`src/rtl/assert_macros.svh`:
```
// Concurrent check helpers. Both sample on the rising edge of clk and stay
// quiet while arst_n is low.
`ifndef ASSERT_MACROS_SVH
`define ASSERT_MACROS_SVH

// Consequent must hold in the same cycle as the antecedent.
`define CHK_IMPL(label, ante, cons, msg) \
	label: assert property (@(posedge clk) disable iff (!arst_n) (ante) |-> (cons)) \
		else $error(msg);

// Consequent must hold in the cycle after the antecedent.
`define CHK_NEXT(label, ante, cons, msg) \
	label: assert property (@(posedge clk) disable iff (!arst_n) (ante) |=> (cons)) \
		else $error(msg);

`endif

```
`src/rtl/hsvpg_pkg.sv`:
```
package hsvpg_pkg;

	localparam int PosW  = 13;
	localparam int SegW  = 10;
	localparam int DimW  = 11;
	localparam int ChanW = 8;
	localparam int RecW  = 18;
	localparam int RsW   = 14;
	localparam int IdxW  = 2;

	localparam int InDataW  = 40;
	localparam int OutDataW = 48;

	localparam logic [IdxW-1:0] RegSeg    = 2'd0;
	localparam logic [IdxW-1:0] RegWidth  = 2'd1;
	localparam logic [IdxW-1:0] RegHeight = 2'd2;

	localparam int SegResetVal = 66;
	localparam int DimResetVal = 400;
	localparam logic [SegW-1:0] SegReset = SegW'(SegResetVal);
	localparam logic [DimW-1:0] DimReset = DimW'(DimResetVal);

	// Numerators of the reciprocals held for the datapath.
	localparam int HueNum   = 8192;
	localparam int UpNum    = 255000;
	localparam int ScaleNum = 256000;

	localparam logic [RsW-1:0]  RsReset = RsW'(HueNum / SegResetVal);
	localparam logic [RecW-1:0] HqReset = RecW'(UpNum / SegResetVal);
	localparam logic [RecW-1:0] RdReset = RecW'(ScaleNum / DimResetVal);

	localparam int DivSteps = RecW;

	localparam int HueStages   = 6;
	localparam int ShadeStages = 10;
	localparam int Latency     = HueStages + ShadeStages;

	// Hue bar sextants.
	localparam logic [2:0] SextRy = 3'd0;
	localparam logic [2:0] SextYg = 3'd1;
	localparam logic [2:0] SextGc = 3'd2;
	localparam logic [2:0] SextCb = 3'd3;
	localparam logic [2:0] SextBm = 3'd4;
	localparam logic [2:0] SextMr = 3'd5;

	// floor(t / 6) = (t * Recip6) >> 16, exact for t below 32768.
	localparam logic [15:0] Recip6 = 16'd10923;
	localparam int Recip6Shift = 16;

	// floor(v / 1000) = (v * Recip1000) >> 39, exact for v below 2^29.
	localparam int Div1000InW   = 29;
	localparam int Div1000OutW  = 20;
	localparam int Recip1000W   = 30;
	localparam int Div1000Shift = 39;
	localparam logic [Recip1000W-1:0] Recip1000 = 30'd549755814;
	localparam int Div1000PW = Div1000InW + Recip1000W;

	localparam logic [9:0] Thousand = 10'd1000;

	typedef struct packed {
		logic [SegW-1:0] seg;
		logic [DimW-1:0] width;
		logic [DimW-1:0] height;
		logic [RsW-1:0]  rs;
		logic [RecW-1:0] hq;
		logic [RecW-1:0] rw;
		logic [RecW-1:0] rh;
	} hsvpg_cfg_t;

	function automatic logic [Div1000OutW-1:0] div1000(input logic [Div1000InW-1:0] v);
		logic [Div1000PW-1:0] p;
		p = Div1000PW'(v) * Div1000PW'(Recip1000);
		return p[Div1000PW-1:Div1000Shift];
	endfunction

endpackage

```
`src/rtl/hsvpg_shade.sv`:
```
module hsvpg_shade (
	input  logic                          clk,
	input  logic                          en,
	input  logic [hsvpg_pkg::ChanW-1:0]   c,
	input  logic [hsvpg_pkg::DimW-1:0]    x,
	input  logic [hsvpg_pkg::DimW-1:0]    y,
	input  logic [hsvpg_pkg::DimW-1:0]    width,
	input  logic [hsvpg_pkg::DimW-1:0]    height,
	input  logic [hsvpg_pkg::RecW-1:0]    rw,
	input  logic [hsvpg_pkg::RecW-1:0]    rh,
	output logic [hsvpg_pkg::ChanW-1:0]   c_out,
	output logic [hsvpg_pkg::ChanW-1:0]   pix
);
	import hsvpg_pkg::*;

	localparam int EstPW = ChanW + RecW;
	localparam int QwPW  = RecW + DimW;

	logic [ChanW-1:0] d;
	logic [EstPW-1:0] qa_prod;
	logic [RecW-1:0]  d1000;
	logic [QwPW-1:0]  qw_prod;
	logic [RecW-1:0]  ra_full;
	logic             ra_ge;
	logic [QwPW-1:0]  wx_prod;
	logic [Div1000OutW-1:0] wq;
	logic [EstPW-1:0] qb_prod;
	logic [RecW-1:0]  a1000;
	logic [QwPW-1:0]  qh_prod;
	logic [RecW-1:0]  rb_full;
	logic             rb_ge;
	logic [QwPW-1:0]  hy_prod;
	logic [Div1000OutW-1:0] hq;

	logic [ChanW-1:0] d_s1;
	logic [RecW-1:0]  qa_s1, qa_s2;
	logic [DimW:0]    ra_s2;
	logic [RecW-1:0]  wc_s3;
	logic [QwPW-1:0]  wx_s4;
	logic [ChanW-1:0] a_s5, a_s6, a_s7, a_s8, a_s9;
	logic [RecW-1:0]  qb_s6, qb_s7;
	logic [DimW:0]    rb_s7;
	logic [RecW-1:0]  hc_s8;
	logic [QwPW-1:0]  hy_s9;
	logic [ChanW-1:0] pix_s10;
	logic [ChanW-1:0] c_s1, c_s2, c_s3, c_s4, c_s5, c_s6, c_s7, c_s8, c_s9, c_s10;
	logic [DimW-1:0]  x_s1, x_s2, x_s3;
	logic [DimW-1:0]  y_s1, y_s2, y_s3, y_s4, y_s5, y_s6, y_s7, y_s8;

	// Whitening step: floor((255-c)*1000/w) from the held floor(256000/w),
	// then one correction, then the column product scaled down by 1000.
	assign d       = ChanW'(255) - c;
	assign qa_prod = EstPW'(d) * EstPW'(rw);

	always_ff @(posedge clk) begin
		if (en) begin
			d_s1  <= d;
			qa_s1 <= qa_prod[EstPW-1:ChanW];
			c_s1  <= c;
			x_s1  <= x;
			y_s1  <= y;
		end
	end

	assign d1000   = RecW'(d_s1) * RecW'(Thousand);
	assign qw_prod = QwPW'(qa_s1) * QwPW'(width);
	assign ra_full = d1000 - qw_prod[RecW-1:0];

	always_ff @(posedge clk) begin
		if (en) begin
			qa_s2 <= qa_s1;
			ra_s2 <= ra_full[DimW:0];
			c_s2  <= c_s1;
			x_s2  <= x_s1;
			y_s2  <= y_s1;
		end
	end

	assign ra_ge = ra_s2 >= {1'b0, width};

	always_ff @(posedge clk) begin
		if (en) begin
			wc_s3 <= qa_s2 + RecW'(ra_ge);
			c_s3  <= c_s2;
			x_s3  <= x_s2;
			y_s3  <= y_s2;
		end
	end

	assign wx_prod = QwPW'(wc_s3) * QwPW'(x_s3);

	always_ff @(posedge clk) begin
		if (en) begin
			wx_s4 <= wx_prod;
			c_s4  <= c_s3;
			y_s4  <= y_s3;
		end
	end

	assign wq = div1000(Div1000InW'(wx_s4));

	always_ff @(posedge clk) begin
		if (en) begin
			a_s5 <= c_s4 + wq[ChanW-1:0];
			c_s5 <= c_s4;
			y_s5 <= y_s4;
		end
	end

	// Darkening step, same shape with the height and the row.
	assign qb_prod = EstPW'(a_s5) * EstPW'(rh);

	always_ff @(posedge clk) begin
		if (en) begin
			qb_s6 <= qb_prod[EstPW-1:ChanW];
			a_s6  <= a_s5;
			c_s6  <= c_s5;
			y_s6  <= y_s5;
		end
	end

	assign a1000   = RecW'(a_s6) * RecW'(Thousand);
	assign qh_prod = QwPW'(qb_s6) * QwPW'(height);
	assign rb_full = a1000 - qh_prod[RecW-1:0];

	always_ff @(posedge clk) begin
		if (en) begin
			qb_s7 <= qb_s6;
			rb_s7 <= rb_full[DimW:0];
			a_s7  <= a_s6;
			c_s7  <= c_s6;
			y_s7  <= y_s6;
		end
	end

	assign rb_ge = rb_s7 >= {1'b0, height};

	always_ff @(posedge clk) begin
		if (en) begin
			hc_s8 <= qb_s7 + RecW'(rb_ge);
			a_s8  <= a_s7;
			c_s8  <= c_s7;
			y_s8  <= y_s7;
		end
	end

	assign hy_prod = QwPW'(hc_s8) * QwPW'(y_s8);

	always_ff @(posedge clk) begin
		if (en) begin
			hy_s9 <= hy_prod;
			a_s9  <= a_s8;
			c_s9  <= c_s8;
		end
	end

	assign hq = div1000(Div1000InW'(hy_s9));

	always_ff @(posedge clk) begin
		if (en) begin
			pix_s10 <= a_s9 - hq[ChanW-1:0];
			c_s10   <= c_s9;
		end
	end

	assign pix   = pix_s10;
	assign c_out = c_s10;

endmodule

```
`config.mk`:
```
export PLATFORM = sky130hd
export DESIGN_NAME = hsvpg_shade
export DESIGN_NICKNAME = d
export VERILOG_FILES = /design/src/rtl/assert_macros.svh /design/src/rtl/hsvpg_pkg.sv /design/src/rtl/hsvpg_shade.sv
export SDC_FILE = /design/constraint.sdc
export NUM_CORES = 2
export LEC_CHECK = 0
export BUFFER_PORTS_ARGS = -buffer_cell sky130_fd_sc_hd__buf_4
export CORE_MARGIN = 2
export CORE_UTILIZATION = 56
export CTS_BUF_LIST = sky130_fd_sc_hd__clkbuf_16
export DETAILED_ROUTE_END_ITERATION = 16
export PLACE_DENSITY = 0.71
export SYNTH_ARGS = -nofsm -noshare
export SYNTH_HDL_FRONTEND = slang
export SYNTH_SLANG_ARGS = --single-unit
export TNS_END_PERCENT = 20
```
`constraint.sdc`:
```
create_clock -name clk -period 17 [get_ports clk]
set_input_delay 3.4 -clock clk [delete_from_list [all_inputs] [get_ports clk]]
set_output_delay 3.4 -clock clk [all_outputs]
set_load 0.03 [all_outputs]
```
# After elaboration in Yosys (flattened, before gate mapping)
# Cells that the tools add are included.
# classes
n_lt_le_gt_ge	2
n_mul	10
add_sub_neg	7
# op_table
cell	n
29-bit by 29-bit multiplier with 46-bit output (second input constant)	2
18-bit by 11-bit multiplier with 29-bit output	2
8-bit by 18-bit multiplier with 26-bit output	2
18-bit by 1-bit adder with 18-bit output	2
18-bit by 11-bit multiplier with 12-bit output	2
12-bit by 11-bit >= comparator with 1-bit output	2
12-bit subtractor	2
8-bit by 7-bit multiplier with 9-bit output (second input constant)	2
8-bit adder	1
8-bit subtractor	1
8-bit subtractor (first input constant)	1
# word_totals
input_bits	90
ff_bits	447
word_cells	57
output_inout_bits	16

# Longest topological paths before layout
# depth
word_depth	2
ltp_mapped	34
mapped_depth_nobuf	34

# Least setup slack after synthesis
# No wires, ideal clock.
# synth_timing
path_type	input to register
startpoint	input port c[3] (netlist bit)
endpoint	register qa_s1[12] (data pin)
setup_time_ns	0.258
arrival_ns	7.848
slack_ns	8.894
t_required_ns	16.742
path_buffers	1
path_stages	20
cell_sequence	clkbuf_1 > inv_1 > nand2_1 > fa_1 > fa_1 > inv_1 > fa_1 > inv_1 > fa_1 > inv_1 > ha_1 > or3_1 > a311o_1 > a31oi_1 > o31ai_1 > o21a_1 > nor3_1 > o21bai_1 > a21oi_1 > xnor2_1
# synth_via
elab_chain_cells	2
# synth_rtl
element	line_no	source
from (decl)	hsvpg_shade.sv:4	input logic [hsvpg_pkg::ChanW-1:0] c,
8-bit subtractor	hsvpg_shade.sv:52	assign d = ChanW'(255) - c;
named net d[3]	hsvpg_shade.sv:19	logic [ChanW-1:0] d;
8-bit by 18-bit multiplier with 26-bit output	hsvpg_shade.sv:53	assign qa_prod = EstPW'(d) * EstPW'(rw);
named net qa_prod[20]	hsvpg_shade.sv:20	logic [EstPW-1:0] qa_prod;
to (signal assigned)	hsvpg_shade.sv:58	qa_s1 <= qa_prod[EstPW-1:ChanW];
to (decl)	hsvpg_shade.sv:36	logic [RecW-1:0] qa_s1, qa_s2;
# The timed path passes the listed nets, and every way through them passes these cells.
# A chain may end at the register's enable or synchronous reset.

# Worst setup path in the final report
# layout_timing
startpoint	register hy_s9[8]
endpoint	register pix_s10[7], in the netlist pix[7] (data pin)
# layout_via
elab_chain_cells	2
# layout_rtl
element	line_no	source
from (decl)	hsvpg_shade.sv:44	logic [QwPW-1:0] hy_s9;
from (signal assigned)	hsvpg_shade.sv:151	hy_s9 <= hy_prod;
29-bit by 29-bit multiplier with 46-bit output	hsvpg_pkg.sv:72	p = Div1000PW'(v) * Div1000PW'(Recip1000);
8-bit subtractor	hsvpg_shade.sv:161	pix_s10 <= a_s9 - hq[ChanW-1:0];
to (signal assigned)	hsvpg_shade.sv:161	
to (decl)	hsvpg_shade.sv:45	logic [ChanW-1:0] pix_s10;
# Every way passes these cells.

==> impl_metrics.json <==
{
  "status": "complete, no violations",
  "dp_cells": 7404,
  "ys.warnings.count": 0,
  "synthArstFlopShare": 0,
  "drc": 0,
  "dieHeight_um": 342,
  "seq_area_frac_synth": 0.210,
  "h-tree-depth": 2,
  "grt_usage": 0.238,
  "wire_per_inst_um": 17.6,
  "via_per_inst": 5.21,
  "min_period_over_period": 0.525,
  "holdCritPathClass": "reg2reg",
  "drive_gt1_frac": 0.0365,
  "dp_worst_setup_slack_ns": 8.05,
  "synth_edf_count": 447,
  "port_buffers": 105,
  "cts_buffers": 51,
  "seqCellArea_mm2": 0.0134,
  "gp_congestion": 0.915,
  "grt_pass1_wl_mm": 221,
  "final_cells": 7500,
  "layout_setup_ws_ns": 8.07,
  "clockBufferDepth": 3,
  "fin_setup_tns_ns": 0,
  "drv_slew": 0,
  "fillCellCount": 9264,
  "timing.fmax_ghz": 0.112,
  "die_area_mm2": 0.117,
  "worst_pin_slew_ns": 1.30,
  "start_util": 0.566,
  "synth.distinct_cells": 66,
  "drtIter0Drc": 1630,
  "cts_setup_buffers": 0,
  "clock_sinks": 447,
  "fp.coreArea_mm2": 0.113,
  "overflow": 0,
  "routed_wl_mm": 132,
  "synth.ff_latch_count": 447,
  "cts_hold_buf": 0,
  "ioPinCount": 106,
  "first_pass_iters": 7,
  "cp.required_ns": 17.37,
  "die_w_um": 342,
  "critPathMaxFanout": 11,
  "syn-num-nets": 8053,
  "ant_nets": 0,
  "syn_area_mm2": 0.0638,
  "layout_commonest_cell": "inv_1",
  "dp_hpwl_mm": 109,
  "crit_type": "reg2reg",
  "fin_crit_ns": 8.93,
  "syn_area_per_cell_um2": 10.8,
  "rsz0062_at_grt": "false",
  "vias": 39103,
  "insertion_delay_ns": 0.63,
  "area_delta_synth_final_pct": 6.45,
  "slowest_delay_ns": 0.71,
  "antenna_found_initial": 2,
  "clk_pin_slew_worst_paths_ns": 0.06,
  "end_kind": "flip-flop",
  "utilization": 0.602,
  "worst_path_max_delay_cell": "edfxtp_1",
  "grt_max_degree": 155,
  "skew_ns": 0.0285,
  "mostFrequentLayoutCells": "inv_1 (1586), fa_1 (1104), ha_1 (962)",
  "cp.arrival_ns": 9.30,
  "cts_tree": "done",
  "row_count": 123,
  "syn_inst": 5897,
  "hold_violations": 0,
  "slew_headroom": 0.113,
  "cts_resized": 0,
  "grt_pass1_vias": 43110,
  "start_kind": "flip-flop",
  "setup_violations": 0,
  "fin_nets": 8113,
  "clockRootBuffer": "clkbuf_16",
  "multiInputGateArea_mm2": 0.0440,
  "synthFlopType": "edfxtp_1",
  "cap_viol_max_count": 0
}
[cells in the mapped netlist (all sizes together) (22+ instances only)]
master | instances | area, um^2
nand2 | 520 | 1950
o21a | 26 | 195
xnor2 | 183 | 1600
edfxtp | 447 | 13400
fa | 1104 | 22100
ha | 962 | 12000
inv | 1579 | 5930
and2 | 312 | 1950
nand4 | 22 | 138
nor2b | 82 | 513
clkbuf | 103 | 387
a21oi | 113 | 577
a21o | 53 | 398
o21ai | 64 | 324
nor3 | 23 | 115
nor2 | 72 | 270
xor2 | 62 | 543
[routing by layer]
layer	vias to the layer above	GRT usage	wire [um]
li1	18233	-	-
met1	19896	0.306	55000
met2	796	0.432	68900
met3	178	0.0209	4530
met4	0	0.0637	3410
met5	-	0	0
[critical path: cells and delay by family, from the launching register on]
| family | cells | cell delay, ns |
|---|---|---|
| xor+xnor | 3 | 0.52 |
| fa+ha+maj | 10 | 4.24 |
| compound gates | 9 | 2.21 |
| buf+inv | 7 | 0.35 |
| flops | 1 | 0.71 |
| simple gates | 4 | 0.64 |
[registers in the layout (all words and copies together) (netlist names), 12 cells and up]
name and cells:
qa_s1 18, wc_s3 18, rb_s7 12, qa_s2 18, hy_s9 29, qb_s7 18
ra_s2 12, qb_s6 18, hc_s8 18, wx_s4 29
[cell type report]
class | count | share of cell area
multi-input cells | 3765 | 0.649
clock buffers | 52 | 0.0192
repair buffers | 113 | 0.0128
inverters | 1579 | 0.0873
clock inverters | 42 | 0.00684
well taps | 1500 | 0.0276
diodes | 2 | 0.0000737
flip-flops and latches | 447 | 0.198
[metrics by stage]
stage,hold WS (ns),instance area [um^2]
after floorplan,0.400,63800
after global placement,0.400,66100
after detailed placement,0.405,66100
after CTS,0.410,67900
after global routing,0.423,67900
final,0.413,67900
[cell families after synthesis]
family / Yosys count / share of synthesized area
buffers and inverters: 1685 / 0.0991
adder cells (fa/ha/maj): 2066 / 0.535
XOR/XNOR: 245 / 0.0336
AND/OR/NAND/NOR: 1105 / 0.0849
AO/OA/AOI/OAI: 349 / 0.0368
flip-flops: 447 / 0.210
[worst paths after layout]
check             slack, ns  startpoint  endpoint  cells past startpoint
setup / recovery       8.07    hy_s9[8]    pix[7]                     33
hold / removal         0.41     y_s7[9]   y_s8[9]                      0
setup reg to reg       8.07    hy_s9[8]    pix[7]                     33
hold reg to reg        0.41     y_s7[9]   y_s8[9]                      0
Power is left out: the tool's default activity adds up to more than one toggle a clock period on the data nets, which glitch-free logic cannot reach.
