--- src/rtl/assert_macros.svh ---
// Concurrent check helpers. Both sample on the rising edge of clk and stay
// quiet while arst_n is low.
`ifndef ASSERT_MACROS_SVH
`define ASSERT_MACROS_SVH

// Consequent must hold in the same cycle as the antecedent.
`define CHK_IMPL(label, ante, cons, msg) \
	label: assert property (@(posedge clk) disable iff (!arst_n) (ante) |-> (cons)) \
		else $error(msg);

// Consequent must hold in the cycle after the antecedent.
`define CHK_NEXT(label, ante, cons, msg) \
	label: assert property (@(posedge clk) disable iff (!arst_n) (ante) |=> (cons)) \
		else $error(msg);

`endif

--- src/rtl/hsvpg_pkg.sv ---
package hsvpg_pkg;

	localparam int PosW  = 13;
	localparam int SegW  = 10;
	localparam int DimW  = 11;
	localparam int ChanW = 8;
	localparam int RecW  = 18;
	localparam int RsW   = 14;
	localparam int IdxW  = 2;

	localparam int InDataW  = 40;
	localparam int OutDataW = 48;

	localparam logic [IdxW-1:0] RegSeg    = 2'd0;
	localparam logic [IdxW-1:0] RegWidth  = 2'd1;
	localparam logic [IdxW-1:0] RegHeight = 2'd2;

	localparam int SegResetVal = 66;
	localparam int DimResetVal = 400;
	localparam logic [SegW-1:0] SegReset = SegW'(SegResetVal);
	localparam logic [DimW-1:0] DimReset = DimW'(DimResetVal);

	// Numerators of the reciprocals held for the datapath.
	localparam int HueNum   = 8192;
	localparam int UpNum    = 255000;
	localparam int ScaleNum = 256000;

	localparam logic [RsW-1:0]  RsReset = RsW'(HueNum / SegResetVal);
	localparam logic [RecW-1:0] HqReset = RecW'(UpNum / SegResetVal);
	localparam logic [RecW-1:0] RdReset = RecW'(ScaleNum / DimResetVal);

	localparam int DivSteps = RecW;

	localparam int HueStages   = 6;
	localparam int ShadeStages = 10;
	localparam int Latency     = HueStages + ShadeStages;

	// Hue bar sextants.
	localparam logic [2:0] SextRy = 3'd0;
	localparam logic [2:0] SextYg = 3'd1;
	localparam logic [2:0] SextGc = 3'd2;
	localparam logic [2:0] SextCb = 3'd3;
	localparam logic [2:0] SextBm = 3'd4;
	localparam logic [2:0] SextMr = 3'd5;

	// floor(t / 6) = (t * Recip6) >> 16, exact for t below 32768.
	localparam logic [15:0] Recip6 = 16'd10923;
	localparam int Recip6Shift = 16;

	// floor(v / 1000) = (v * Recip1000) >> 39, exact for v below 2^29.
	localparam int Div1000InW   = 29;
	localparam int Div1000OutW  = 20;
	localparam int Recip1000W   = 30;
	localparam int Div1000Shift = 39;
	localparam logic [Recip1000W-1:0] Recip1000 = 30'd549755814;
	localparam int Div1000PW = Div1000InW + Recip1000W;

	localparam logic [9:0] Thousand = 10'd1000;

	typedef struct packed {
		logic [SegW-1:0] seg;
		logic [DimW-1:0] width;
		logic [DimW-1:0] height;
		logic [RsW-1:0]  rs;
		logic [RecW-1:0] hq;
		logic [RecW-1:0] rw;
		logic [RecW-1:0] rh;
	} hsvpg_cfg_t;

	function automatic logic [Div1000OutW-1:0] div1000(input logic [Div1000InW-1:0] v);
		logic [Div1000PW-1:0] p;
		p = Div1000PW'(v) * Div1000PW'(Recip1000);
		return p[Div1000PW-1:Div1000Shift];
	endfunction

endpackage

--- src/rtl/hsvpg_hue.sv ---
module hsvpg_hue (
	input  logic                          clk,
	input  logic                          en,
	input  logic [hsvpg_pkg::PosW-1:0]    pos,
	input  logic [hsvpg_pkg::DimW-1:0]    x,
	input  logic [hsvpg_pkg::DimW-1:0]    y,
	input  hsvpg_pkg::hsvpg_cfg_t         cfg,
	output logic [hsvpg_pkg::ChanW-1:0]   red,
	output logic [hsvpg_pkg::ChanW-1:0]   green,
	output logic [hsvpg_pkg::ChanW-1:0]   blue,
	output logic [hsvpg_pkg::DimW-1:0]    sq_x,
	output logic [hsvpg_pkg::DimW-1:0]    sq_y
);
	import hsvpg_pkg::*;

	localparam int TqPW = PosW + RsW;
	localparam int TsPW = PosW + SegW;
	localparam int Q6PW = PosW + 16;
	localparam int UmPW = RecW + SegW;

	logic [DimW-1:0]  xmax;
	logic [DimW-1:0]  ymax;
	logic [TqPW-1:0]  tq_prod;
	logic [TsPW-1:0]  ts_prod;
	logic [PosW-1:0]  rem_full;
	logic             rem_ge;
	logic [Q6PW-1:0]  q6_prod;
	logic [UmPW-1:0]  um_prod;
	logic [PosW-1:0]  sext_full;
	logic [Div1000OutW-1:0] up_full;
	logic [ChanW-1:0] down_s5;

	logic [PosW-1:0]  pos_s1;
	logic [PosW-1:0]  tq_s1;
	logic [PosW-1:0]  tq_s2;
	logic [DimW-1:0]  rem_s2;
	logic [PosW-1:0]  t_s3;
	logic [SegW-1:0]  m_s3;
	logic [PosW-1:0]  t_s4;
	logic [10:0]      q6_s4;
	logic [RecW-1:0]  um_s4;
	logic [2:0]       sext_s5;
	logic [ChanW-1:0] up_s5;
	logic [ChanW-1:0] red_s6;
	logic [ChanW-1:0] green_s6;
	logic [ChanW-1:0] blue_s6;
	logic [DimW-1:0]  x_s1, x_s2, x_s3, x_s4, x_s5, x_s6;
	logic [DimW-1:0]  y_s1, y_s2, y_s3, y_s4, y_s5, y_s6;

	assign xmax = cfg.width - DimW'(1);
	assign ymax = cfg.height - DimW'(1);

	// The estimate pos * floor(8192/seg) >> 13 is the quotient or one below it.
	assign tq_prod = TqPW'(pos) * TqPW'(cfg.rs);

	always_ff @(posedge clk) begin
		if (en) begin
			pos_s1 <= pos;
			tq_s1  <= tq_prod[2*PosW-1:PosW];
			x_s1   <= (x > xmax) ? xmax : x;
			y_s1   <= (y > ymax) ? ymax : y;
		end
	end

	assign ts_prod  = TsPW'(tq_s1) * TsPW'(cfg.seg);
	assign rem_full = pos_s1 - ts_prod[PosW-1:0];

	always_ff @(posedge clk) begin
		if (en) begin
			tq_s2  <= tq_s1;
			rem_s2 <= rem_full[DimW-1:0];
			x_s2   <= x_s1;
			y_s2   <= y_s1;
		end
	end

	assign rem_ge = rem_s2 >= DimW'(cfg.seg);

	always_ff @(posedge clk) begin
		if (en) begin
			t_s3 <= tq_s2 + PosW'(rem_ge);
			m_s3 <= rem_ge ? SegW'(rem_s2 - DimW'(cfg.seg)) : rem_s2[SegW-1:0];
			x_s3 <= x_s2;
			y_s3 <= y_s2;
		end
	end

	assign q6_prod = Q6PW'(t_s3) * Q6PW'(Recip6);
	assign um_prod = UmPW'(cfg.hq) * UmPW'(m_s3);

	always_ff @(posedge clk) begin
		if (en) begin
			t_s4  <= t_s3;
			q6_s4 <= q6_prod[Recip6Shift+10:Recip6Shift];
			um_s4 <= um_prod[RecW-1:0];
			x_s4  <= x_s3;
			y_s4  <= y_s3;
		end
	end

	// Segment index modulo six; the ramp stays below 255.
	assign sext_full = t_s4 - PosW'(q6_s4) * PosW'(6);
	assign up_full   = div1000(Div1000InW'(um_s4));

	always_ff @(posedge clk) begin
		if (en) begin
			sext_s5 <= sext_full[2:0];
			up_s5   <= up_full[ChanW-1:0];
			x_s5    <= x_s4;
			y_s5    <= y_s4;
		end
	end

	assign down_s5 = ChanW'(255) - up_s5;

	always_ff @(posedge clk) begin
		if (en) begin
			case (sext_s5)
				SextRy: begin
					red_s6   <= ChanW'(255);
					green_s6 <= up_s5;
					blue_s6  <= '0;
				end
				SextYg: begin
					red_s6   <= down_s5;
					green_s6 <= ChanW'(255);
					blue_s6  <= '0;
				end
				SextGc: begin
					red_s6   <= '0;
					green_s6 <= ChanW'(255);
					blue_s6  <= up_s5;
				end
				SextCb: begin
					red_s6   <= '0;
					green_s6 <= down_s5;
					blue_s6  <= ChanW'(255);
				end
				SextBm: begin
					red_s6   <= up_s5;
					green_s6 <= '0;
					blue_s6  <= ChanW'(255);
				end
				SextMr: begin
					red_s6   <= ChanW'(255);
					green_s6 <= '0;
					blue_s6  <= down_s5;
				end
				default: begin
					red_s6   <= '0;
					green_s6 <= '0;
					blue_s6  <= '0;
				end
			endcase
			x_s6 <= x_s5;
			y_s6 <= y_s5;
		end
	end

	assign red   = red_s6;
	assign green = green_s6;
	assign blue  = blue_s6;
	assign sq_x  = x_s6;
	assign sq_y  = y_s6;

endmodule

--- config.mk ---
export PLATFORM = sky130hd
export DESIGN_NAME = hsvpg_hue
export DESIGN_NICKNAME = d
export VERILOG_FILES = /design/src/rtl/assert_macros.svh /design/src/rtl/hsvpg_pkg.sv /design/src/rtl/hsvpg_hue.sv
export SDC_FILE = /design/constraint.sdc
export NUM_CORES = 1
export LEC_CHECK = 0
export BUFFER_PORTS_ARGS = -buffer_cell sky130_fd_sc_hd__buf_2
export CAP_MARGIN = 40
export CORE_ASPECT_RATIO = 0.7
export CORE_MARGIN = 4
export CORE_UTILIZATION = 40
export CTS_CLUSTER_SIZE = 25
export DETAILED_ROUTE_END_ITERATION = 7
export PLACE_DENSITY_LB_ADDON = 0.08
export REMOVE_ABC_BUFFERS = 1
export SLEW_MARGIN = 25
export SYNTH_ARGS = -nofsm -noshare
export SYNTH_HDL_FRONTEND = slang
export SYNTH_SLANG_ARGS = --single-unit
export TNS_END_PERCENT = 20
--- constraint.sdc ---
create_clock -name clk -period 5.6 [get_ports clk]
set_input_delay 1.12 -clock clk [delete_from_list [all_inputs] [get_ports clk]]
set_output_delay 1.12 -clock clk [all_outputs]
set_load 0.02 [all_outputs]
-- After elaboration in Yosys (flattened, before gate mapping)
Index checks and enable logic that the tools add are counted.
- bits in registers: 270
- bits of input ports: 137
- output and inout bits: 46
- logic and storage cells: 57
- $add $sub $neg: 7
- $mul: 6
- $lt $le $gt $ge: 3
- eq/ne operators: 5
- muxes and demuxes: 6
- reduce and logical (&&, ||, !) cells: 4
- operator list (cell ; number):
    $pmux 8 s3 ; 3
    $mul 18x29->46 const B ; 1
    $mul 13x14->27 const B ; 1
    $mul 13x14->26 ; 1
    $gt 11x11->1 ; 2
    $mux 11 ; 2
    $sub 11x1->11 const B ; 2
    $mul 18x10->18 ; 1
    $add 13x1->13 ; 1
    $mul 13x10->11 ; 1
    $ge 11x10->1 ; 1
    $mul 11x2->2 const B ; 1
    $sub 11x11->11 ; 1
    $mux 10 ; 1
    $sub 10x10->10 ; 1
    $sub 8x8->8 const A ; 1
    $eq 3x2->1 const B ; 2
    $eq 3x3->1 const B ; 2
    $reduce_or 2->1 ; 3
    $eq 3x1->1 const B ; 1
    $logic_not 3->1 ; 1
    $sub 3x3->3 ; 1

-- Longest topological paths before layout
- depth in word-level cells: 3
- gate-level depth with buffers: 22
- gate-level depth less buffers: 22

-- Worst setup path before layout
OpenSTA, ideal clock, no wires.
- kind: input to register
- start: input pos[1] (netlist name)
- end: register tq_s1[11] (data pin)
- library setup time: 258 ps
- arrival: 5679 ps
- data required time: 5342 ps
- slack: -336 ps
- stages: 19
- buffers on the path: 1
- cells stage by stage: clkbuf_1 nand2_1 fa_1 inv_1 fa_1 inv_1 fa_1 inv_1 fa_1 fa_1 ha_1 nor4_1 o221ai_2 a41oi_2 o31ai_2 a211oi_2 o21bai_1 a21oi_1 xnor2_1
- cells in the longest elaborated chain, start to end: 1
- ends and longest elaborated chain (what ; line ; RTL):
    from (decl) ; hsvpg_hue.sv:4 ; input logic [hsvpg_pkg::PosW-1:0] pos,
    $mul 13x14->26 ; hsvpg_hue.sv:54 ; assign tq_prod = TqPW'(pos) * TqPW'(cfg.rs);
    net tq_prod[24] ; hsvpg_hue.sv:23 ; logic [TqPW-1:0] tq_prod;
    to (signal assigned) ; hsvpg_hue.sv:59 ; tq_s1 <= tq_prod[2*PosW-1:PosW];
    to (decl) ; hsvpg_hue.sv:34 ; logic [PosW-1:0] tq_s1;
The timed path passes the listed nets, and every way through them passes these cells.
A chain may end at the register's enable or synchronous reset.

-- Worst setup path after layout
- start: register um_s4[8]
- end: register up_s5[4] (data pin)
- cells in the longest elaborated chain, start to end: 1
- ends and longest elaborated chain (what ; line ; RTL):
    from (decl) ; hsvpg_hue.sv:41 ; logic [RecW-1:0] um_s4;
    from (signal assigned) ; hsvpg_hue.sv:95 ; um_s4 <= um_prod[RecW-1:0];
    $mul 18x29->46 ; hsvpg_pkg.sv:72 ; p = Div1000PW'(v) * Div1000PW'(Recip1000);
    net up_full[4] ; hsvpg_hue.sv:30 ; logic [Div1000OutW-1:0] up_full;
    to (signal assigned) ; hsvpg_hue.sv:108 ; up_s5 <= up_full[ChanW-1:0];
    to (decl) ; hsvpg_hue.sv:43 ; logic [ChanW-1:0] up_s5;
The timed path passes the listed nets, and every way through them passes these cells.

==> results.txt <==
----------------------------------------------------
[Routing]
  Post-detailed-route count of antenna-violating nets ... 0
  Drt via density ... between 4 and 5
  Average detailed-routed wire length per instance ... ~17 um
  Detailed Route Iter0 Violations ... between 1000 and 1500
  Routed length on met2 ... 28000 um
  WL met3 ... 4680 um
  Detailed-routing iteration count for the pre-antenna-repair pass ... 5
  DRT met1 WL ... 35700 um
  Highest metal layer with signal wires ... met5
  Via count ... between 15000 and 20000
  DRC violation count after routing ... 0
  Final wirelength ... 69200 um

[Synthesis]
  Post-synthesis share of cell area spent on and, or, nand and nor gates ... 9.99%
  Post-Synthesis Mean Instance Area ... 10.9 sq um
  Top-area cell type share of the netlist area ... 29.5%
  Main flop type after synthesis ... edfxtp_1
  Most numerous cell in the Yosys netlist ... inv_1
  Synthesized-area fraction occupied by adder cells ... about 46%
  Share of synthesized area occupied by flip-flops and latches ... 26.4%
  Number of storage elements in the synthesis netlist ... 261
  Most frequent cells after synthesis ... inv_1 (641), fa_1 (438), ha_1 (392)
  Post-synthesis share of cell area spent on xor and xnor gates ... 3.60%
  Largest cells by area after synthesis ... fa_1 (30%), edfxtp_1 (26%), ha_1 (17%)
  Count of mapped cells out of synthesis ... 2719
  Total of warnings raised by yosys ... 0
  Combinational family with the most area after synthesis ... adder cells
  Distinct cell type count after synthesis ... 63
  Complex-gate fraction of the synthesized area ... 4.04%
  Number of enable-type register cells in the synthesized netlist ... between 200 and 300
  Post-synthesis mux area share ... under 10%
  Post-synth design cell area ... roughly 30000 sq um
  Biggest area consumer among synthesized cells ... fa_1
  Share of async-settable or async-resettable flops after synthesis ... 0%

[CTS]
  H-tree levels ... 1
  Clock tree from TritonCTS ... built
  Clock slew seen by the registers of the worst setup and hold paths ... 0.07 ns
  Clock Sinks ... about 260
  Clk root buf ... clkbuf_16
  Clock buffers created by TritonCTS ... 28
  Maximum count of clock buffers along a single path ... 3
  Source-to-sink clock delay at the later pin of the worst-skew pair ... 0.62 ns

[Critical path]
  Capture point of the worst reg-to-reg path ... up_s5[4]
  Category of the worst setup path launch point ... register
  Cell-by-cell trace of the critical path ... buf_6 > fa_2 > inv_2 > fa_2 > fa_2 > inv_2 > fa_1 > inv_2 > fa_1 > inv_2 > fa_1 > ha_4 > nand4_1 > o21ai_2 > a41oi_2 > a211o_4 > a21oi_4 > a211oi_4 > and2b_2 > o22ai_4 > xnor2_2
  Critical path endpoint ... up_s5[4]
  Max stage delay on crit path ... 0.56 ns
  Slowest cell on the critical path ... fa_2
  Start point of the critical path ... um_s4[8]
  Depth of the most critical reg-to-reg path ... 21
  Data arrival time at the worst-slack endpoint ... 6.34 ns
  Worst path required time ... ~5.9 ns
  Most frequent cell on the critical path ... inv_2
  FF-to-FF setup slack ... -0.43 ns
  Category of the critical setup timing path ... reg2reg
  Critical Path Fanout Max ... 3
  Setup crit end kind ... register
  Startpoint of the worst register-to-register path ... um_s4[8]

[Timing]
  Number of failing hold endpoints at the final stage ... 0
  Worst setup skew after layout ... about 0.061 ns
  Max Freq ... 166 MHz
  Worst-Margin Slew ... 0.832 ns
  Worst max-slew margin expressed relative to the limit ... 44.5%
  Post-layout minimum cycle time ... 6.03 ns
  RSZ-0062 raised after global routing ... yes
  Fin crit share ... 108%
  Final worst setup slack ... -0.431 ns
  Number of max-slew violations in the final report ... 0
  Count of final setup violators ... 10

[Die]
  Horizontal die dimension ... 334 um
  Area of the die ... between 70000 and 80000 sq um
  Number of top-level design ports ... 183
  Initial Util ... a little over 40%
  Floorplan row count ... 83
  Core Region ... 73400 sq um
  Y dimension of the die ... 236 um

[Global routing]
  Vias in the first global route ... 20800
  Largest net degree at the start of global routing ... 103
  Initial antenna violation count ... 6
  Total routing resource utilization after global routing ... 17.9%
  First-pass GRT wire length ... 113000 um
  Remaining Overflow, GRT ... 0

[Status]
  Result of the run ... complete, but fails checks
  Violations in the final reports ... negative setup slack

[Cells and area]
  Area growth from synthesis to layout ... 15.7%
  Final non-filler cell area ... 34400 sq um
  Fraction of layout cells with a size suffix above 1 ... 15.6%
  Final standard cell count with taps included and fillers excluded ... between 4000 and 5000
  Final net count ... 4017

[Placed design]
  Number of cells in the design after placement ... approximately 4000
  Count of buffers from port buffering ... 146
  HPWL after DPL ... 58500 um
  Last weighted congestion value of the routability-driven placer ... 0.871
  Placed instance area ... 33000 sq um

[Min path]
  Worst min path class ... reg2reg

[Job]
  Max-Cap Viols ... 0

----------------------------------------------------
==> worst min-delay path by stage <==
stage	from	endpoint	slack, ns	cells past startpoint
floorplan	t_s4[0]	sext_s5[0]	0.40	0
global placement	x_s3[7]	x_s4[7]	0.40	0
detailed placement	x_s5[5]	sq_x[5]	0.40	0
CTS	y_s5[8]	sq_y[8]	0.41	0
global route	y_s5[8]	sq_y[8]	0.42	0
finish	y_s5[8]	sq_y[8]	0.41	0
==> stage by stage <==
stage | TNS, ns | hold slack, ns | setup WS [ns] | util (%)
global placement | -12.26 | 0.400 | -0.858 | 45.0
finish | -2.51 | 0.410 | -0.431 | 46.8
floorplan | -0.0451 | 0.400 | -0.0216 | -
CTS | -3.06 | 0.415 | -0.488 | 46.6
global route | -6.00 | 0.421 | -0.676 | 46.8
detailed placement | -13.86 | 0.405 | -0.950 | 45.0
==> routing by layer <==
layer	vias up	GRT usage, %
li1	9222	-
met1	9472	28.0
met2	394	25.7
met3	71	4.45
met4	8	2.37
met5	-	0
==> logic make-up after synthesis <==
family / count (synthesis)
buf+inv: 702
mux: 31
flops: 261
xor+xnor: 122
compound gates: 178
fa+ha+maj: 830
simple gates: 595
==> worst max-delay path: cells and delay by family, from the launching register on <==
kind / cells / cell delay, ns
adders and majority gates: 7 / 3.24
AOI/OAI and AO/OA: 6 / 1.06
and+or+nand+nor: 2 / 0.48
DFF: 1 / 0.46
buffers and inverters: 5 / 0.32
xor gates and xnor gates: 1 / 0.15
==> registers in the layout (all words and copies together) (netlist names), 13 cells and up <==
signal and flops:
t_s3 13, tq_s1 13, um_s4 18, tq_s2 13
==> final cells by class <==
type,count,area [sq um]
fillers,6829,39100
repair buffers,362,2420
diodes,2,5.00
well taps,977,1220
clock buffers,29,704
multi-input cells,1756,19500
flip-flops and latches,261,7840
inverters,641,2410
clock inverters,23,244
==> cells in the final DEF, fill, tap and decap left out, types with 5 or more instances in the layout <==
cell type and count:
o22ai_1 9, a211oi_1 18, clkbuf_16 28, a21oi_1 40, o21ai_1 5, nand4_1 11
nand3_1 15, nor3_1 26, nor2b_1 10, a21o_1 15, inv_2 9, edfxtp_1 261
ha_4 9, fa_2 8, mux2_2 7, and3_1 10, nand2_1 235, or3_1 5
o21bai_1 5, and2_1 197, clkinv_1 5, o21ai_0 25, inv_1 631, xor2_1 32
nor2_1 52, ha_1 381, nor4_1 5, buf_6 5, nand2b_1 11, buf_4 208
o21a_1 13, mux2i_1 24, fa_1 430, xnor2_1 88, buf_2 144, clkinv_2 5
==> what timing repair did <==
| item | CTS | global route |
|---|---|---|
| setup buffers | 9 | 3 |
| hold buffers | 0 | 0 |
| endpoints found under the setup margin | 17 | 19 |
| cloned | 0 | 0 |
| pin swaps | 37 | 25 |
| hold endpoints to repair | 0 | 0 |
| gates resized for setup | 48 | 21 |
Power is left out: the tool's default activity adds up to more than one toggle a clock period on the data nets, which glitch-free logic cannot reach.
