$ cat config.mk
export PLATFORM = sky130hd
export DESIGN_NAME = hsvpg_recip
export DESIGN_NICKNAME = d
export VERILOG_FILES = /design/src/rtl/hsvpg_pkg.sv /design/src/rtl/hsvpg_recip.sv
export VERILOG_INCLUDE_DIRS = /design/src /design/src/rtl
export SDC_FILE = /design/constraint.sdc
export NUM_CORES = 1
export LEC_CHECK = 0
export BUFFER_PORTS_ARGS = -buffer_cell sky130_fd_sc_hd__buf_4
export CORE_MARGIN = 2
export CORE_UTILIZATION = 49
export CTS_CLUSTER_DIAMETER = 100
export DETAILED_ROUTE_END_ITERATION = 10
export PLACE_DENSITY = 0.71
export SLEW_MARGIN = 40
export SYNTH_ARGS = -nofsm -noshare
export SYNTH_HDL_FRONTEND = slang
export SYNTH_SLANG_ARGS = --single-unit
$ cat constraint.sdc
create_clock -name clk -period 9.2 [get_ports clk]
set_input_delay 0.92 -clock clk [delete_from_list [all_inputs] [get_ports clk]]
set_output_delay 0.92 -clock clk [all_outputs]
set_load 0.02 [all_outputs]
$ cat src/rtl/assert_macros.svh
// Concurrent check helpers. Both sample on the rising edge of clk and stay
// quiet while arst_n is low.
`ifndef ASSERT_MACROS_SVH
`define ASSERT_MACROS_SVH

// Consequent must hold in the same cycle as the antecedent.
`define CHK_IMPL(label, ante, cons, msg) \
	label: assert property (@(posedge clk) disable iff (!arst_n) (ante) |-> (cons)) \
		else $error(msg);

// Consequent must hold in the cycle after the antecedent.
`define CHK_NEXT(label, ante, cons, msg) \
	label: assert property (@(posedge clk) disable iff (!arst_n) (ante) |=> (cons)) \
		else $error(msg);

`endif

$ cat src/rtl/hsvpg_pkg.sv
package hsvpg_pkg;

	localparam int PosW  = 13;
	localparam int SegW  = 10;
	localparam int DimW  = 11;
	localparam int ChanW = 8;
	localparam int RecW  = 18;
	localparam int RsW   = 14;
	localparam int IdxW  = 2;

	localparam int InDataW  = 40;
	localparam int OutDataW = 48;

	localparam logic [IdxW-1:0] RegSeg    = 2'd0;
	localparam logic [IdxW-1:0] RegWidth  = 2'd1;
	localparam logic [IdxW-1:0] RegHeight = 2'd2;

	localparam int SegResetVal = 66;
	localparam int DimResetVal = 400;
	localparam logic [SegW-1:0] SegReset = SegW'(SegResetVal);
	localparam logic [DimW-1:0] DimReset = DimW'(DimResetVal);

	// Numerators of the reciprocals held for the datapath.
	localparam int HueNum   = 8192;
	localparam int UpNum    = 255000;
	localparam int ScaleNum = 256000;

	localparam logic [RsW-1:0]  RsReset = RsW'(HueNum / SegResetVal);
	localparam logic [RecW-1:0] HqReset = RecW'(UpNum / SegResetVal);
	localparam logic [RecW-1:0] RdReset = RecW'(ScaleNum / DimResetVal);

	localparam int DivSteps = RecW;

	localparam int HueStages   = 6;
	localparam int ShadeStages = 10;
	localparam int Latency     = HueStages + ShadeStages;

	// Hue bar sextants.
	localparam logic [2:0] SextRy = 3'd0;
	localparam logic [2:0] SextYg = 3'd1;
	localparam logic [2:0] SextGc = 3'd2;
	localparam logic [2:0] SextCb = 3'd3;
	localparam logic [2:0] SextBm = 3'd4;
	localparam logic [2:0] SextMr = 3'd5;

	// floor(t / 6) = (t * Recip6) >> 16, exact for t below 32768.
	localparam logic [15:0] Recip6 = 16'd10923;
	localparam int Recip6Shift = 16;

	// floor(v / 1000) = (v * Recip1000) >> 39, exact for v below 2^29.
	localparam int Div1000InW   = 29;
	localparam int Div1000OutW  = 20;
	localparam int Recip1000W   = 30;
	localparam int Div1000Shift = 39;
	localparam logic [Recip1000W-1:0] Recip1000 = 30'd549755814;
	localparam int Div1000PW = Div1000InW + Recip1000W;

	localparam logic [9:0] Thousand = 10'd1000;

	typedef struct packed {
		logic [SegW-1:0] seg;
		logic [DimW-1:0] width;
		logic [DimW-1:0] height;
		logic [RsW-1:0]  rs;
		logic [RecW-1:0] hq;
		logic [RecW-1:0] rw;
		logic [RecW-1:0] rh;
	} hsvpg_cfg_t;

	function automatic logic [Div1000OutW-1:0] div1000(input logic [Div1000InW-1:0] v);
		logic [Div1000PW-1:0] p;
		p = Div1000PW'(v) * Div1000PW'(Recip1000);
		return p[Div1000PW-1:Div1000Shift];
	endfunction

endpackage

$ cat src/rtl/hsvpg_recip.sv
`include "assert_macros.svh"

module hsvpg_recip (
	input  logic                        clk,
	input  logic                        arst_n,
	input  logic                        cfg_wen,
	input  logic [hsvpg_pkg::IdxW-1:0]  cfg_index,
	input  logic [hsvpg_pkg::DimW-1:0]  cfg_wdata,
	output hsvpg_pkg::hsvpg_cfg_t       cfg,
	output logic                        busy
);
	import hsvpg_pkg::*;

	localparam logic [1:0] JobRs = 2'd0;
	localparam logic [1:0] JobHq = 2'd1;
	localparam logic [1:0] JobRw = 2'd2;
	localparam logic [1:0] JobRh = 2'd3;
	localparam int CntW = $clog2(DivSteps + 2);
	localparam logic [CntW-1:0] CntDone = CntW'(DivSteps + 1);

	logic [SegW-1:0] seg_q;
	logic [DimW-1:0] width_q;
	logic [DimW-1:0] height_q;
	logic [SegW-1:0] seg_eff;
	logic [DimW-1:0] width_eff;
	logic [DimW-1:0] height_eff;
	logic [RsW-1:0]  rs_q;
	logic [RecW-1:0] hq_q;
	logic [RecW-1:0] rw_q;
	logic [RecW-1:0] rh_q;
	logic            busy_q;
	logic [1:0]      job_q;
	logic [CntW-1:0] cnt_q;
	logic [RecW-1:0] num_q;
	logic [DimW-1:0] rem_q;
	logic [RecW-1:0] num_sel;
	logic [DimW-1:0] den_sel;
	logic [DimW:0]   trial;
	logic            fits;
	logic [23:0]     rs_span;
	logic [29:0]     rw_span;
	logic [29:0]     rh_span;
	logic            hue_recip_ok;
	logic            scale_recip_ok;

	assign seg_eff    = (seg_q == '0) ? SegW'(1) : seg_q;
	assign width_eff  = (width_q == '0) ? DimW'(1) : width_q;
	assign height_eff = (height_q == '0) ? DimW'(1) : height_q;

	always_comb begin
		case (job_q)
			JobRs: begin
				num_sel = RecW'(HueNum);
				den_sel = DimW'(seg_eff);
			end
			JobHq: begin
				num_sel = RecW'(UpNum);
				den_sel = DimW'(seg_eff);
			end
			JobRw: begin
				num_sel = RecW'(ScaleNum);
				den_sel = width_eff;
			end
			JobRh: begin
				num_sel = RecW'(ScaleNum);
				den_sel = height_eff;
			end
			default: begin
				num_sel = '0;
				den_sel = DimW'(1);
			end
		endcase
	end

	assign trial = {rem_q, num_q[RecW-1]};
	assign fits  = trial >= {1'b0, den_sel};

	always_ff @(posedge clk or negedge arst_n) begin
		if (!arst_n) begin
			seg_q    <= SegReset;
			width_q  <= DimReset;
			height_q <= DimReset;
		end else if (cfg_wen) begin
			case (cfg_index)
				RegSeg:    seg_q    <= cfg_wdata[SegW-1:0];
				RegWidth:  width_q  <= cfg_wdata;
				RegHeight: height_q <= cfg_wdata;
				default:   ;
			endcase
		end
	end

	// Any write reruns all four divisions, one after the other.
	always_ff @(posedge clk or negedge arst_n) begin
		if (!arst_n) begin
			busy_q <= 1'b0;
			job_q  <= JobRs;
			cnt_q  <= '0;
			rs_q   <= RsReset;
			hq_q   <= HqReset;
			rw_q   <= RdReset;
			rh_q   <= RdReset;
		end else if (cfg_wen) begin
			busy_q <= 1'b1;
			job_q  <= JobRs;
			cnt_q  <= '0;
		end else if (busy_q) begin
			if (cnt_q == CntDone) begin
				case (job_q)
					JobRs:   rs_q <= num_q[RsW-1:0];
					JobHq:   hq_q <= num_q;
					JobRw:   rw_q <= num_q;
					JobRh:   rh_q <= num_q;
					default: ;
				endcase
				cnt_q <= '0;
				if (job_q == JobRh) begin
					busy_q <= 1'b0;
				end else begin
					job_q <= job_q + 2'd1;
				end
			end else begin
				cnt_q <= cnt_q + CntW'(1);
			end
		end
	end

	// Restoring divider, one quotient bit per cycle shifted in behind the numerator.
	always_ff @(posedge clk) begin
		if (busy_q) begin
			if (cnt_q == '0) begin
				num_q <= num_sel;
				rem_q <= '0;
			end else if (cnt_q != CntDone) begin
				num_q <= {num_q[RecW-2:0], fits};
				rem_q <= fits ? DimW'(trial - {1'b0, den_sel}) : trial[DimW-1:0];
			end
		end
	end

	assign cfg = '{
		seg:    seg_eff,
		width:  width_eff,
		height: height_eff,
		rs:     rs_q,
		hq:     hq_q,
		rw:     rw_q,
		rh:     rh_q
	};
	assign busy = busy_q;

	assign rs_span = 24'(rs_q) * 24'(seg_eff);
	assign rw_span = 30'(rw_q) * 30'(width_eff);
	assign rh_span = 30'(rh_q) * 30'(height_eff);

	assign hue_recip_ok = (rs_span <= 24'(HueNum))
		&& (rs_span + 24'(seg_eff) > 24'(HueNum));
	assign scale_recip_ok = (rw_span <= 30'(ScaleNum))
		&& (rw_span + 30'(width_eff) > 30'(ScaleNum))
		&& (rh_span <= 30'(ScaleNum))
		&& (rh_span + 30'(height_eff) > 30'(ScaleNum));

	`CHK_NEXT(a_write_starts_recompute, cfg_wen, busy_q, "config write did not start recompute")
	`CHK_IMPL(a_hue_recip_exact, !busy_q, hue_recip_ok, "hue reciprocal does not match segment")
	`CHK_IMPL(a_scale_recips_exact, !busy_q, scale_recip_ok, "square reciprocals do not match size")

endmodule

Word-level counts from Yosys, hierarchy flattened --
Index checks and enable logic that the tools add are counted.
Cells by class: $add $sub $neg 3, order comparisons 1, eq/ne operators 8, mux-type cells 20, bitwise operators 1, reduce and logical (&&, ||, !) cells 20
Operators by type and width (count):
- $pmux W18 S3 | 1
- $mux W11 | 4
- $mux W18 | 2
- $pmux W11 S3 | 1
- $logic_not A11 Y1 | 2
- $reduce_and A4 Y1 | 4
- $mux W5 | 3
- $ge A12 B11 Y1 | 1
- $sub A11 B11 Y11 | 1
- $logic_not A10 Y1 | 1
- $mux W10 | 1
- $mux W2 | 4
- $reduce_and A2 Y1 | 4
- $eq A2 B2 Y1 const B | 3
- $reduce_bool A2 Y1 | 3
- $add A5 B1 Y5 const B | 1
- $eq A5 B5 Y1 const B | 1
- $logic_not A5 Y1 | 1
- $ne A5 B5 Y1 const B | 1
- $eq A2 B1 Y1 const B | 2
- $logic_not A2 Y1 | 2
- $mux W1 | 4
- $reduce_or A2 Y1 | 2
- $reduce_and A3 Y1 | 1
- 3 further kinds | 3
Storage, ports and cells: register bits after elaboration 137, output and inout bits 101

Depth between registers and ports, before layout --
Gate-level depths: netlist of the first run.
depth after elaboration 6, gate-level depth with buffers 15, gate-level depth less buffers 13

Worst setup path before layout of the first run --
No wires, ideal clock.
path kind register to register, start point register job_q[0], end point register rem_q[3], data pin, setup time 148 ps, data arrival time 3048 ps, setup slack 6004 ps, stages on the path, launching flop included 15, buffers on the path 2, clock period less this slack 3196 ps, cell sequence dfrtp_1 -> ha_1 -> clkbuf_1 -> nor2_1 -> clkbuf_1 -> a22oi_1 -> nand2_1 -> ha_1 -> fa_1 -> and2b_1 -> o22ai_1 -> a21oi_2 -> o31ai_4 -> or3_1 -> a21oi_1
Between the ends: longest elaborated chain between the ends 6, elaborated cells between the ends (all ways) 10, those cells by class 1 x add/sub; 1 x order compare; 3 x eq/ne; 3 x mux; 2 x reduce/logical
Ends and longest elaborated chain:
- start: declaration | line hsvpg_recip.sv:32 | logic [1:0] job_q;
- start signal: assignment | line hsvpg_recip.sv:97 | job_q <= JobRs;
- start signal: assignment | line hsvpg_recip.sv:105 | job_q <= JobRs;
- start signal: assignment | line hsvpg_recip.sv:120 | job_q <= job_q + 2'd1;
- $eq A2 B1 Y1 or $logic_not A2 Y1 (tied branches) | line hsvpg_recip.sv:51 | case (job_q)
- $reduce_or A2 Y1 (no source line)
- $pmux W11 S3 (*) | line hsvpg_recip.sv:51
- $sub A11 B11 Y11 or $ge A12 B11 Y1 (tied branches) | line hsvpg_recip.sv:136, hsvpg_recip.sv:76
- $mux W11 (*) | line hsvpg_recip.sv:136 | rem_q <= fits ? DimW'(trial - {1'b0, den_sel}) : trial[DimW-1:0];
- $mux W11 (*) | line hsvpg_recip.sv:134 | end else if (cnt_q != CntDone) begin
- end signal: assignment | line hsvpg_recip.sv:136
- end: declaration | line hsvpg_recip.sv:35 | logic [DimW-1:0] rem_q;
Every way passes the cells marked *; elsewhere a longest branch is shown, timed or not. The select of a mux whose other input is x is not followed. A chain may end at the register's enable or synchronous reset.

Worst setup path in the final report of the first run --
start point register job_q[0], end point register rem_q[8], data pin
Same word-level chain as after synthesis.

==> impl_metrics.sql, run 1 <==
INSERT INTO impl_metrics (metric_group, metric, value, unit) VALUES
('detailed_routing', 'count_of_tritonroute_iterations_in_the_first_routing_pass', '4', ''),
('synthesis', 'synthesized_area_per_cell', '13.0', 'µm²'),
('grt', 'pin_count_of_the_biggest_net_entering_global_routing', '43', ''),
('timing', 'fin_skew', '5.42', 'ps'),
('synthesis', 'ys_warn_count', '0', ''),
('grt', 'grt_pass1_vias', '4264', ''),
('timing', 'slew_limit_headroom', '0.543', ''),
('timing', 'final-hold-violation-count', '0', ''),
('timing', 'achievable-frequency', '262', 'MHz'),
('critical_path', 'crit_required', '9460', 'ps'),
('detailed_routing', 'detailedRoute.firstIterationViolations', '281', ''),
('timing', 'finalHoldWorstSlack', '465', 'ps'),
('layout', 'design.final.nets', '619', ''),
('clock_tree', 'worst_setup_hold_path_clk_slew', '60', 'ps'),
('power_and_ir_drop', 'power_density', '220', 'nW/µm²'),
('layout', 'layout.cells.most_common', 'buf_4', ''),
('critical_path', 'crit_path_max_fanout', '13', ''),
('die', 'top_level_ports', '117', ''),
('synthesis', 'synth.largest_area_cell', 'dfrtp_1', ''),
('run', 'cap_violations', '0', ''),
('synthesis', 'share_of_async_settable_or_async_resettable_flops_after_synthesis', '0.788', ''),
('synthesis', 'ys_dominant_reg_cell', 'dfrtp_1', ''),
('clock_tree', 'cts-resized-gates', '0', ''),
('die', 'placeableCoreArea', '12700', 'µm²'),
('synthesis', 'synth.yosys.seq_area_share', '0.565', ''),
('detailed_routing', 'wirelength', '13.7', 'mm'),
('layout', 'layout_common_cells', 'buf_4 (118), dfrtp_1 (83), mux2_2 (60), mux2_1 (40), edfxtp_1 (29)', ''),
('timing', 'setup_tns_final', '0', 'ps'),
('detailed_routing', 'wire_per_inst', '17.8', 'µm'),
('power_and_ir_drop', 'irDropWorstVdd', '167', 'µV'),
('clock_tree', 'cts.repair_timing.setup_buffer_count', '0', ''),
('timing', 'post-route-min-period', '3820', 'ps'),
('die', 'floorplan.die.width', '118', 'µm'),
('critical_path', 'worstSetupEndpointType', 'register', ''),
('clock_tree', 'worst_skew_pair.late_latency', '410', 'ps'),
('synthesis', 'synthesis.nets', '526', ''),
('outcome', 'outcome', 'finished, final reports clean', ''),
('timing', 'finalMaxSlewViolations', '0', ''),
('layout', 'multiInputGateArea', '2560', 'µm²'),
('grt', 'grt_overflow', '0', ''),
('layout', 'insertedDiodeCount', '0', ''),
('detailed_routing', 'detail_route.drc_violations', '0', ''),
('place', 'gp_routability_congestion', '0.911', ''),
('detailed_routing', 'antenna_left', '0', ''),
('synthesis', 'ys_types', '56', ''),
('layout', 'seq_area', '3600', 'µm²'),
('synthesis', 'synth_top_cells_by_area', 'dfrtp_1 (33%), edfxtp_1 (14%), mux2_2 (11%)', ''),
('detailed_routing', 'vias_per_cell', '5.48', ''),
('synthesis', 'synth.ff_latch_count', '137', ''),
('grt', 'first_pass_grt_wire_length', '22.4', 'mm'),
('layout', 'fill_cells', '1006', ''),
('place', 'detailedPlacementHpwl', '9.71', 'mm'),
('die', 'die-area', '14000', 'µm²'),
('critical_path', 'reg_to_reg_setup_timing_slack', '5380', 'ps'),
('timing', 'crit_share_post_route', '0.415', ''),
('place', 'port_buffers', '116', ''),
('synthesis', 'synth_edf_count', '29', ''),
('critical_path', 'startpoint_type', 'register', ''),
('critical_path', 'path_class', 'reg -> reg', ''),
('clock_tree', 'tritoncts_buffers', '17', ''),
('synthesis', 'syn-cell-area', '6380', 'µm²'),
('die', 'floorplan.die.height', '118', 'µm'),
('grt', 'track_usage', '0.205', ''),
('clock_tree', 'clock_sinks', '137', ''),
('timing', 'finalSetupViolCount', '0', ''),
('synthesis', 'synth_top_cell_area_share', '0.325', ''),
('timing', 'transition_time_at_the_pin_with_the_least_slew_margin', '684', 'ps'),
('critical_path', 'worst_ep_arrival_time', '4080', 'ps'),
('layout', 'drive_gt1_frac', '0.428', ''),
('clock_tree', 'clock_tree_from_tritoncts', 'yes', ''),
('die', 'start_util', '0.504', ''),
('synthesis', 'syn-instance-count', '492', ''),
('hold_path', 'timing.hold.worst.class', 'in -> async', ''),
('timing', 'grt_setup_unrepaired', 'no', ''),
('grt', 'grt_antenna_before_repair', '0', ''),
('detailed_routing', 'via_count', '4216', ''),
('clock_tree', 'clock-root-buffer', 'clkbuf_16', ''),
('die', 'rows', '41', ''),
('clock_tree', 'cts_hold_buf', '0', ''),
('clock_tree', 'cts.htree.levels', '4', ''),
('clock_tree', 'cts-root-to-sink-buffers', '2', ''),
('layout', 'syn2layout_area_growth', '24.2', '%'),
('power_and_ir_drop', 'power.leakage', '0.00387', 'µW');
## area by class of cell
cell class,count,area share
clock inverter,11,0.0114
clock buffer,21,0.0622
inverter,8,0.00379
timing repair buffer,120,0.118
sequential,137,0.454
tap,172,0.0271
multi-input combinational,301,0.323
## logic make-up (layout without fill, tap and decap cells)
family | after synthesis | after routing | synth area share
and+or+nand+nor | 100 | 100 | 0.0858
muxes | 101 | 101 | 0.178
AOI/OAI and AO/OA | 76 | 76 | 0.0894
xor gates and xnor gates | 6 | 6 | 0.00823
adders and majority gates | 18 | 18 | 0.0364
DFF | 137 | 137 | 0.565
buffers and inverters | 54 | 160 | 0.0376
## registers in the layout, summed over array words and instances (netlist names)
signal / count
job_q: 2
rs_q: 14
num_q: 18
width_q: 11
hq_q: 18
cnt_q: 5
busy: 1
rem_q: 11
rw_q: 18
seg_q: 10
rh_q: 18
height_q: 11
## where the power goes
part	leakage (µW)	internal, µW	switching, µW	total (µW)
combinational	0.00188	158	201	358
sequential	0.00171	680	52.1	732
clock	0.000286	409	249	658
total	0.00387	1250	502	1750
## cell usage after synthesis, types with 2 or more instances
master	n
nand2_2	3
buf_6	5
edfxtp_1	29
nor4_1	5
o2bb2ai_1	2
a21o_1	6
nor3b_1	4
nand4_1	3
a22o_1	9
o31a_1	3
o21ai_0	5
dfstp_2	25
xor2_1	2
a21oi_1	26
nand2_1	25
nor2b_1	12
nor3_1	7
inv_1	8
xnor2_1	4
clkbuf_1	40
a211oi_2	3
o21a_1	6
mux2_2	60
a22oi_1	2
nand3b_1	4
ha_1	17
a31o_2	3
mux2_1	40
nor2_1	23
nand2_4	3
dfrtp_1	83
## final timing paths
check | cells after the start | endpoint | start
max | 13 | rem_q[8] | job_q[0]
min | 1 | rs_q[7] | arst_n
max reg2reg | 13 | rem_q[8] | job_q[0]
min reg2reg | 1 | rh_q[13] | rh_q[13]
max in group asynchronous | 3 | seg_q[1] | arst_n
min in group clk | 1 | rh_q[13] | rh_q[13]
## layer usage
layer | track usage | vias to the layer above | part of all wire
li1 | - | 1942 | -
met1 | 0.274 | 2130 | 0.46
met2 | 0.323 | 132 | 0.47
met3 | 0.0569 | 12 | 0.052
met4 | 0.0678 | 0 | 0.011
met5 | 0 | - | 0
## through the flow
stage	worst slack [ps]	util	instance area (µm²)	cells	total power, µW
2_1_floorplan	6000	-	6380	492	992
4_1_cts	5370	0.623	7900	769	1760
6_report	5380	0.626	7930	770	1750
5_1_grt	5000	0.626	7930	770	1830
3_5_place_dp	5370	0.577	7310	737	1100
3_3_place_gp	5590	0.576	7290	736	1090
## worst max-delay path, stage by stage (launching register included)
cell and delay [ps]:
dfrtp_1 420, inv_1 100, ha_1 460, nor2_1 290, a22oi_1 210, nand2_1 80, ha_1 240, fa_1 430
and2b_1 250, o22ai_1 120, a21oi_2 240, o31a_1 510, nor2_1 110, a211oi_2 200
Note: power is estimated with default switching activity, not from simulation.
==> run 2, diff against run 1 <==
==> constraint.sdc (replaced) <==
create_clock -name clk -period 3.78 [get_ports clk]
set_input_delay 0.378 -clock clk [delete_from_list [all_inputs] [get_ports clk]]
set_output_delay 0.378 -clock clk [all_outputs]
set_load 0.02 [all_outputs]
==> impl_metrics.sql, run 2 (synthesized netlist as in run 1, its figures left out) <==
INSERT INTO impl_metrics (metric_group, metric, value, unit) VALUES
('timing', 'grt_setup_unrepaired', 'no', ''),
('die', 'floorplan.die.height', '118', 'µm'),
('critical_path', 'worst_path_dominant_cell_family', 'compound AO/OA/AOI/OAI gates', ''),
('detailed_routing', 'wire_per_inst', '17.7', 'µm'),
('detailed_routing', 'antenna_left', '0', ''),
('clock_tree', 'worst_setup_hold_path_clk_slew', '60', 'ps'),
('clock_tree', 'cts-root-to-sink-buffers', '2', ''),
('detailed_routing', 'wirelength', '13.7', 'mm'),
('critical_path', 'critical_path.most_common_cell', 'ha_1', ''),
('timing', 'final-hold-violation-count', '12', ''),
('critical_path', 'crit_required', '3940', 'ps'),
('die', 'rows', '41', ''),
('timing', 'achievable-frequency', '298', 'MHz'),
('layout', 'design.final.nets', '623', ''),
('critical_path', 'path_buf_inv', '1', ''),
('grt', 'pin_count_of_the_biggest_net_entering_global_routing', '82', ''),
('die', 'top_level_ports', '117', ''),
('critical_path', 'timing.critical_path.cells', 'inv_1 -> ha_1 -> nor2_1 -> a22oi_1 -> nand2_1 -> ha_1 -> fa_1 -> and2b_1 -> o22ai_1 -> a21oi_2 -> o31a_2 -> o21a_1 -> o31a_1', ''),
('grt', 'grt_overflow', '0', ''),
('layout', 'drive_gt1_frac', '0.434', ''),
('layout', 'insertedDiodeCount', '0', ''),
('run', 'cap_violations', '0', ''),
('detailed_routing', 'count_of_tritonroute_iterations_in_the_first_routing_pass', '4', ''),
('clock_tree', 'clock-root-buffer', 'clkbuf_16', ''),
('detailed_routing', 'via_count', '4162', ''),
('power_and_ir_drop', 'irDropWorstVdd', '382', 'µV'),
('layout', 'fill_cells', '973', ''),
('critical_path', 'cp-startpoint', 'job_q[0]', ''),
('clock_tree', 'clock_tree_from_tritoncts', 'yes', ''),
('critical_path', 'crit_path_max_fanout', '12', ''),
('clock_tree', 'cts-resized-gates', '0', ''),
('die', 'start_util', '0.504', ''),
('critical_path', 'worst_ep_arrival_time', '3520', 'ps'),
('timing', 'finalHoldWorstSlack', '-15.1', 'ps'),
('layout', 'layout.cells.most_common', 'buf_4', ''),
('critical_path', 'launching_point_of_the_worst_reg2reg_path', 'job_q[0]', ''),
('outcome', 'outcome', 'complete, but fails checks', ''),
('power_and_ir_drop', 'power_density', '534', 'nW/µm²'),
('critical_path', 'startpoint_type', 'register', ''),
('clock_tree', 'cts.repair_timing.setup_buffer_count', '0', ''),
('timing', 'setup_tns_final', '0', 'ps'),
('detailed_routing', 'detailedRoute.firstIterationViolations', '186', ''),
('timing', 'post-route-min-period', '3360', 'ps'),
('grt', 'first_pass_grt_wire_length', '22.6', 'mm'),
('critical_path', 'max_stage_delay', '470', 'ps'),
('place', 'detailedPlacementHpwl', '9.73', 'mm'),
('layout', 'syn2layout_area_growth', '24.3', '%'),
('die', 'die-area', '14000', 'µm²'),
('grt', 'grt_antenna_before_repair', '0', ''),
('place', 'gp_routability_congestion', '0.797', ''),
('critical_path', 'path_class', 'reg -> reg', ''),
('timing', 'crit_share_post_route', '0.888', ''),
('die', 'placeableCoreArea', '12700', 'µm²'),
('place', 'dpl.cell_count', '741', ''),
('hold_path', 'timing.hold.worst.class', 'in -> async', ''),
('critical_path', 'r2r.worst_path.cells', '13', ''),
('outcome', 'failing_checks', 'hold timing', ''),
('critical_path', 'crit_slowest_cell', 'o31a_2', ''),
('detailed_routing', 'vias_per_cell', '5.38', ''),
('clock_tree', 'tritoncts_buffers', '17', ''),
('clock_tree', 'cts_hold_buf', '0', ''),
('timing', 'fin_skew', '17.6', 'ps'),
('timing', 'finalMaxSlewViolations', '0', ''),
('clock_tree', 'cts.htree.levels', '4', ''),
('grt', 'track_usage', '0.207', ''),
('power_and_ir_drop', 'power.leakage', '0.00388', 'µW'),
('clock_tree', 'clock_sinks', '137', ''),
('die', 'floorplan.die.width', '118', 'µm'),
('detailed_routing', 'detail_route.drc_violations', '0', ''),
('timing', 'finalSetupViolCount', '0', ''),
('grt', 'grt_pass1_vias', '4349', ''),
('critical_path', 'worst-path-stages', '13', ''),
('timing', 'transition_time_at_the_pin_with_the_least_slew_margin', '730', 'ps'),
('layout', 'fin_cells', '774', ''),
('clock_tree', 'worst_skew_pair.late_latency', '430', 'ps'),
('layout', 'layout_common_cells', 'buf_4 (122), dfrtp_1 (83), mux2_2 (60), mux2_1 (40), edfxtp_1 (29)', ''),
('timing', 'slew_limit_headroom', '0.513', ''),
('critical_path', 'worstSetupEndpointType', 'register', ''),
('place', 'port_buffers', '116', '');
## run 2: changes by cell type in the layout (fill, tap and decap cells not counted), sizes merged
cell | previous run | this run
buf | 120 | 124
## run 2: report_power, final
| part | internal, µW | total (µW) | switching, µW |
|---|---|---|---|
| clock network | 973 | 1590 | 614 |
| logic | 384 | 871 | 487 |
| registers | 1650 | 1780 | 126 |
## run 2: worst paths after layout
path                                     to  slack (ps)
worst max-delay path               rem_q[9]         420
worst min-delay path                hq_q[7]         -20
worst min register to register     hq_q[16]         490
min in group clk                width_q[10]         190
worst max register to register     rem_q[9]         420
max in group asynchronous          hq_q[15]        3060
## run 2: layout make-up
type                       instances  area (µm²)  share of cell area
multi-input combinational        301        2550               0.322
sequential                       137        3600               0.454
clock inverter                    11        92.6              0.0117
tap                              172         215              0.0271
inverter                           8        30.0             0.00378
timing repair buffer             124         955               0.120
clock buffer                      21         482              0.0607
## run 2: per-layer routing
layer / up-vias / global-route usage / part of all wire
met5: - / 0 / 0
met2: 126 / 0.324 / 0.47
met4: 0 / 0.0768 / 0.015
li1: 1940 / - / -
met1: 2076 / 0.276 / 0.47
met3: 20 / 0.0574 / 0.047
## run 2: metrics by stage
step	total power (µW)	instance area, µm²	worst slack, ps	hold slack, ps	util
floorplan	2410	6380	584	82.4	-
global placement	2640	7330	500	476	0.578
detailed placement	2670	7330	351	464	0.579
CTS	4260	7910	331	18.2	0.624
global route	4430	7930	149	38.2	0.626
finish	4240	7930	423	-15.1	0.626
